`src/design/vfa_pkg.sv`:
```
`timescale 1ns / 1ps
package vfa_pkg;

  localparam int CW     = 32;          // bits per component
  localparam int FB     = 16;          // fraction bits
  localparam int LANES  = 4;
  localparam int PROD_W = 2 * CW;      // one signed product
  localparam int SUM_W  = 2 * CW + 2;  // sum of four products
  localparam int SQ_W   = 2 * CW + 1;  // sum of squares, unsigned
  localparam int ROOT_W = CW + 1;      // floor sqrt of the sum of squares
  localparam int DREM_W = CW + FB;     // dividend of one normalize lane
  localparam int Q_W    = FB + 1;      // normalize quotient bits
  localparam int NORM_STAGES = ROOT_W + Q_W;

  typedef enum logic [2:0] {
    OP_ADD       = 3'd0,
    OP_SUB       = 3'd1,
    OP_SCALE     = 3'd2,
    OP_DOT       = 3'd3,
    OP_NORM      = 3'd4,
    OP_NORMALIZE = 3'd5,
    OP_EQUAL     = 3'd6
  } op_t;

  localparam logic [1:0] ST_OK   = 2'd0;
  localparam logic [1:0] ST_SAT  = 2'd1;
  localparam logic [1:0] ST_ZERO = 2'd2;

  typedef struct packed {
    logic [2:0]           operation;
    logic signed [CW-1:0] a_x;
    logic signed [CW-1:0] a_y;
    logic signed [CW-1:0] a_z;
    logic signed [CW-1:0] a_w;
    logic signed [CW-1:0] b_x;
    logic signed [CW-1:0] b_y;
    logic signed [CW-1:0] b_z;
    logic signed [CW-1:0] b_w;
    logic signed [CW-1:0] scale_factor;
  } in_t;

  typedef struct packed {
    logic signed [CW-1:0] r_x;
    logic signed [CW-1:0] r_y;
    logic signed [CW-1:0] r_z;
    logic signed [CW-1:0] r_w;
    logic signed [CW-1:0] r_scalar;
    logic                 is_equal;
    logic [1:0]           status;
  } out_t;

  // per-lane result of the multiply stage
  typedef struct packed {
    logic signed [PROD_W-1:0] prod;
    logic [CW-1:0]            addsub;
    logic                     ovf;
    logic                     eq;
    logic [CW-1:0]            mag;
    logic                     neg;
  } lane_t;

  typedef struct packed {
    logic [ROOT_W-1:0] root;
    logic [SQ_W-1:0]   rem;
  } sq_step_t;

  typedef struct packed {
    logic [Q_W-1:0]    q;
    logic [DREM_W-1:0] rem;
  } div_step_t;

  // one bit of a restoring square root, rem holds sq - root^2
  function automatic sq_step_t sqrt_step(input logic [ROOT_W-1:0] root,
                                         input logic [SQ_W-1:0] rem, input int k);
    logic [SQ_W:0] trial;
    sq_step_t      r;
    trial = ({{(SQ_W + 1 - ROOT_W){1'b0}}, root} << (k + 1))
          + ((SQ_W + 1)'(1) << (2 * k));
    r.root = root;
    r.rem  = rem;
    if (trial <= {1'b0, rem}) begin
      r.root = root | (ROOT_W'(1) << k);
      r.rem  = rem - trial[SQ_W-1:0];
    end
    return r;
  endfunction

  // one bit of a restoring division by the root
  function automatic div_step_t div_step(input logic [Q_W-1:0] q,
                                         input logic [DREM_W-1:0] rem,
                                         input logic [ROOT_W-1:0] root, input int k);
    logic [DREM_W+1:0] dv;
    div_step_t         r;
    dv = {{(DREM_W + 2 - ROOT_W){1'b0}}, root} << k;
    r.q   = q;
    r.rem = rem;
    if (dv <= {2'b00, rem}) begin
      r.q   = q | (Q_W'(1) << k);
      r.rem = rem - dv[DREM_W-1:0];
    end
    return r;
  endfunction

endpackage

```
`src/design/vfa_lane.sv`:
```
`timescale 1ns / 1ps
module vfa_lane (
  input  logic                          clk,
  input  vfa_pkg::op_t                  op,
  input  logic signed [vfa_pkg::CW-1:0] a,
  input  logic signed [vfa_pkg::CW-1:0] b,
  input  logic signed [vfa_pkg::CW-1:0] s,
  output vfa_pkg::lane_t                lane_r
);

  logic signed [vfa_pkg::CW-1:0] mop;
  logic signed [vfa_pkg::CW:0]   as_sum;
  vfa_pkg::lane_t                lane_nxt;

  always_comb begin
    // scale uses the scalar, dot uses b, norm and normalize square a
    if (op == vfa_pkg::OP_SCALE) begin
      mop = s;
    end else if (op == vfa_pkg::OP_DOT) begin
      mop = b;
    end else begin
      mop = a;
    end
    if (op == vfa_pkg::OP_SUB) begin
      as_sum = {a[vfa_pkg::CW-1], a} - {b[vfa_pkg::CW-1], b};
    end else begin
      as_sum = {a[vfa_pkg::CW-1], a} + {b[vfa_pkg::CW-1], b};
    end
    lane_nxt.prod = a * mop;
    lane_nxt.ovf  = as_sum[vfa_pkg::CW] != as_sum[vfa_pkg::CW-1];
    if (!lane_nxt.ovf) begin
      lane_nxt.addsub = as_sum[vfa_pkg::CW-1:0];
    end else if (as_sum[vfa_pkg::CW]) begin
      lane_nxt.addsub = {1'b1, {(vfa_pkg::CW - 1){1'b0}}};
    end else begin
      lane_nxt.addsub = {1'b0, {(vfa_pkg::CW - 1){1'b1}}};
    end
    lane_nxt.eq  = a == b;
    lane_nxt.neg = a[vfa_pkg::CW-1];
    lane_nxt.mag = a[vfa_pkg::CW-1] ? -a : a;
  end

  always_ff @(posedge clk) begin
    lane_r <= lane_nxt;
  end

endmodule

```
`config.mk`:
```
export PLATFORM = sky130hd
export DESIGN_NAME = vfa_lane
export DESIGN_NICKNAME = d
export VERILOG_FILES = /design/src/design/vfa_pkg.sv /design/src/design/vfa_lane.sv
export SDC_FILE = /design/constraint.sdc
export NUM_CORES = 2
export LEC_CHECK = 0
export BUFFER_PORTS_ARGS = -buffer_cell sky130_fd_sc_hd__buf_4
export CAP_MARGIN = 30
export CORE_ASPECT_RATIO = 0.7
export CORE_UTILIZATION = 50
export CTS_CLUSTER_DIAMETER = 50
export DETAILED_ROUTE_END_ITERATION = 16
export PLACE_DENSITY = 0.77
export SLEW_MARGIN = 40
export SYNTH_ARGS = -nofsm -noshare
export SYNTH_HDL_FRONTEND = slang
export SYNTH_SLANG_ARGS = --single-unit
export TNS_END_PERCENT = 50
```
`constraint.sdc`:
```
create_clock -name clk -period 21.4 [get_ports clk]
set_clock_uncertainty 0.2 [all_clocks]
set_input_delay 3.21 -clock clk [delete_from_list [all_inputs] [get_ports clk]]
set_output_delay 3.21 -clock clk [all_outputs]
set_load 0.005 [all_outputs]
```
# [After elaboration in Yosys (flattened, before gate mapping)]
# Cells that the tools add are included.
[totals] reg_bits=131 input_bits=100 word_cells=22 output_inout_bits=131
[op_classes] n_mux=6 eq_ne=5 add_sub_neg=3 n_mul=1
[op_table] op="$mux 32" count=4
[op_table] op="$mul 32x32->64" count=1
[op_table] op="$add 32x32->33" count=1
[op_table] op="$mux 33" count=1
[op_table] op="$sub 32x32->33" count=1
[op_table] op="$eq 32x32->1" count=1
[op_table] op="$neg 32->32" count=1
[op_table] op="$mux 31" count=1
[op_table] op="$eq 3x2->1 const B" count=2
[op_table] op="$eq 3x1->1 const B" count=1
[op_table] op="$ne 1x1->1" count=1

# [Logic depth before layout (Yosys ltp)]
[depth] depth_word=4 mapped_depth=36

# [Least setup slack after synthesis]
# No wires, ideal clock.
[synth_path] kind="input to register" startpoint="input port op[2]" endpoint="register lane_r[125] (netlist bit)" cell_stages=29 n_path_buf=3 slack_ns=9.325 t_arrival_ns=11.803 cell_sequence="nor3b_1 -> clkbuf_1 -> buf_1 -> nand2_1 -> o21ai_1 -> clkbuf_1 -> nand2_1 -> inv_1 -> fa_1 -> fa_1 -> fa_1 -> fa_1 -> inv_1 -> fa_1 -> fa_1 -> fa_1 -> fa_1 -> inv_1 -> ha_1 -> a21oi_1 -> o21bai_1 -> a21oi_1 -> o21ai_0 -> a221o_1 -> nor3_1 -> a21oi_1 -> a21o_1 -> a21oi_1 -> xnor2_1"
[synth_lines] item="start: declaration" line="vfa_lane.sv:4" source="input vfa_pkg::op_t op,"
[synth_lines] item="end signal: assignment" line="vfa_lane.sv:44" source="lane_r <= lane_nxt;"
[synth_lines] item="end: declaration" line="vfa_lane.sv:8" source="output vfa_pkg::lane_t lane_r"

==> flow_summary_export.csv <==
group,metric,value,unit
run_status,outcome,"finished with violations",
run_status,violations,"DRC",
hold_path,holdPathStages,1,
synthesis,synth_mux_area_frac,0.000915,
cts,cts_tree,"done",
placement,hpwl,102000,µm
placement,gp_congestion,0.974,
detailed_routing,drc,12,
cells_and_area,fillCellCount,7623,
synthesis,synth_top_family_by_area,"adder cells",
cts,clk_pin_slew,0.07,ns
cells_and_area,max_flop_register,"lane_r",
detailed_routing,vias,33274,
die,fp-row-count,90,
hold_path,min_from,"a[0]",
timing,fin_setup_tns,0,ns
global_route,grt_pass1_wl,205000,µm
synthesis,syn-num-nets,6281,
timing,grt_setup_unrepaired,"no",
cts,cts_buffers,17,
synthesis,synth_seq_area_share,0.0599,
detailed_routing,viasPerCell,5.52,
setup_path,end_kind,"flip-flop",
setup_path,slowest_delay,0.89,ns
cells_and_area,synthToLayoutAreaGrowth,7.46,%
die,fp.dieW,356,µm
setup_path,cpMaxStageDelayCell,"fa_2",
setup_path,required,21.62,ns
synthesis,synth.avg_cell_area,9.03,µm²
synthesis,synth_enable_flop_cells,0,
timing,tightest_slew,0.961,ns
timing,hold_viol,0,
placement,io_buffers,230,
synthesis,synth-compound-area-share,0.0713,
timing,fmax,0.0822,GHz
detailed_routing,firstDrtPassIters,14,
synthesis,synth-simple-area-share,0.160,
die,core-area,86500,µm²
global_route,grt_pass1_vias,35095,
cells_and_area,drive_above_1_share,0.0792,
cts,cts_max_path_buffers,2,
setup_path,cp-start-kind,"primary input",
setup_path,cp.arrival,12.38,ns
cts,numClockSinks,131,
synthesis,synth-xor-area-share,0.0254,
cts,postCtsHoldBufs,0,
detailed_routing,antenna_left,0,
setup_path,crit_top_cell,"fa_1",
cells_and_area,top_regs,"lane_r x131",
timing,slew_violations,0,
global_route,track_usage,0.303,
cells_and_area,fin_nets,6292,
synthesis,synth_top_area_cell,"fa_1",
synthesis,ys_async_sr_fraction,0,
cts,post_cts_buffers,0,
detailed_routing,drt_iter0_markers,3264,
global_route,grt_max_degree,69,
synthesis,yosys_register_bits,131,
detailed_routing,routedWlPerCell,21.1,µm
timing,setup_viol,0,
timing,finalCriticalPeriod,12.16,ns
cts,cts_root_buf,"clkbuf_16",
cts,htree_levels,4,
cts,ctsResizeCount,0,
die,ioPinCount,231,
synthesis,syn_inst,4848,
synthesis,synth_area_leaders,"fa_1, inv_1, and2_1",
cells_and_area,largest_register_ffs,131,
die,die_area,88800,µm²
timing,slew_headroom,0.358,
synthesis,yosys_warnings,0,
synthesis,synth_top_area_frac,0.496,
setup_path,path_class,"in -> reg",
synthesis,synth_flop_cell,"dfxtp_1",
synthesis,netlist_area,43800,µm²
detailed_routing,routed_wl,127000,µm
timing,min_period_over_period,0.568,
hold_path,min_to,"lane_r[1]$_DFF_P_",
die,start_util,0.506,
hold_path,hp-class,"in -> reg",
global_route,grt_antenna_before_repair,4,
die,die-height,250,µm
synthesis,synth_cell_types,81,
flow_run,drv_cap,0,
global_route,grt-ovfl-total,0,
synthesis,synth_fa_ha_area_frac,0.568,
setup_path,crit_fanout,63,
synthesized netlist by cell type (9+ instances only):
master	instances
xor2_1	29
o31ai_1	13
nand3_1	20
nor2b_1	10
a31oi_1	9
o211ai_1	11
xnor2_1	98
o21bai_1	16
fa_1	1084
a211oi_1	13
ha_1	249
clkbuf_1	258
buf_1	13
and2_1	514
nand2_1	606
nand2b_1	14
nor4_1	13
o21ai_0	128
or3_1	10
nor2_1	145
or2_2	19
inv_1	1044
and3_1	11
o21a_1	11
nand4_1	11
a21o_1	46
a21oi_1	181
dfxtp_1	131
nor3_1	23
logic make-up after synthesis:
group / count (synthesis)
and+or+nand+nor: 1419
adders and majority gates: 1337
buffers and inverters: 1327
AOI/OAI and AO/OA: 503
DFF: 131
xor gates and xnor gates: 127
muxes: 4
area by class of cell:
type | instances | area [µm²] | area share
inverters | 1044 | 3920 | 0.0833
clock inverters | 13 | 128 | 0.00271
well taps | 1150 | 1440 | 0.0306
repair buffers | 275 | 2120 | 0.0451
flip-flops and latches | 131 | 2620 | 0.0557
diodes | 6 | 15.0 | 0.000319
multi-input cells | 3390 | 36400 | 0.773
clock buffers | 18 | 439 | 0.00933
how the worst max path moves through the flow:
stage | startpoint | endpoint | slack [ns]
2_1_floorplan | op[2] | lane_r[125]$_DFF_P_ | 9.32
3_3_place_gp | op[2] | lane_r[125]$_DFF_P_ | 8.71
4_1_cts | op[2] | lane_r[125]$_DFF_P_ | 9.38
5_1_grt | op[2] | lane_r[125]$_DFF_P_ | 8.66
6_report | op[2] | lane_r[125]$_DFF_P_ | 9.24
3_5_place_dp | op[2] | lane_r[125]$_DFF_P_ | 8.87
worst max-delay path, delay by kind of cell:
| kind | cells | cell delay (ns) |
|---|---|---|
| adder cells (fa/ha/maj) | 9 | 4.79 |
| AO/OA/AOI/OAI | 10 | 1.94 |
| buffers and inverters | 8 | 1.78 |
| AND/OR/NAND/NOR | 3 | 0.46 |
| XOR/XNOR | 1 | 0.14 |
metal layers:
metal / up-vias / GRT usage / wire length (µm)
met2: 1915 / 0.396 / 49300
met5: - / 0 / 0
met1: 16855 / 0.448 / 55100
li1: 14347 / - / -
met3: 157 / 0.141 / 19700
met4: 0 / 0.0738 / 2820
stage by stage:
| stage | util | setup slack [ns] | area, µm² | cells | hold slack [ns] |
|---|---|---|---|---|---|
| 2_1_floorplan | - | 9.32 | 43800 | 4848 | 3.04 |
| 3_3_place_gp | 0.536 | 8.71 | 46400 | 5984 | 3.39 |
| 3_5_place_dp | 0.537 | 8.87 | 46500 | 5990 | 3.39 |
| 4_1_cts | 0.544 | 9.38 | 47000 | 6021 | 2.87 |
| 5_1_grt | 0.544 | 8.66 | 47000 | 6021 | 2.90 |
| 6_report | 0.544 | 9.24 | 47000 | 6027 | 2.90 |
cells in the final DEF (no fill, tap or decap), types with 6 or more instances in the layout:
cell,synthesis,layout
and3_1,11,11
inv_1,1044,1044
ha_1,249,249
o41ai_1,8,7
a21oi_1,181,180
nor2b_1,10,10
dfxtp_1,131,131
or3_1,10,10
o31ai_1,13,13
a221oi_1,8,8
o21a_1,11,11
nor2_1,145,145
xor2_1,29,29
xnor2_1,98,98
nand2_1,606,606
a31oi_1,9,9
nor4_1,13,13
o21ai_0,128,100
and2_1,514,514
a21o_1,46,46
o211ai_1,11,11
nor3_1,23,23
or2_2,19,19
diode_2,0,6
nand2b_1,14,14
clkbuf_16,0,17
o21bai_1,16,16
a211oi_1,13,13
o21ai_4,0,10
buf_4,0,269
fa_1,1084,1083
a21boi_0,7,7
nand4_1,11,11
o21ai_2,0,21
nand3_1,20,20
Power is not shown: default switching activity piles up to over one toggle a cycle in this logic, so the estimate is an artifact.
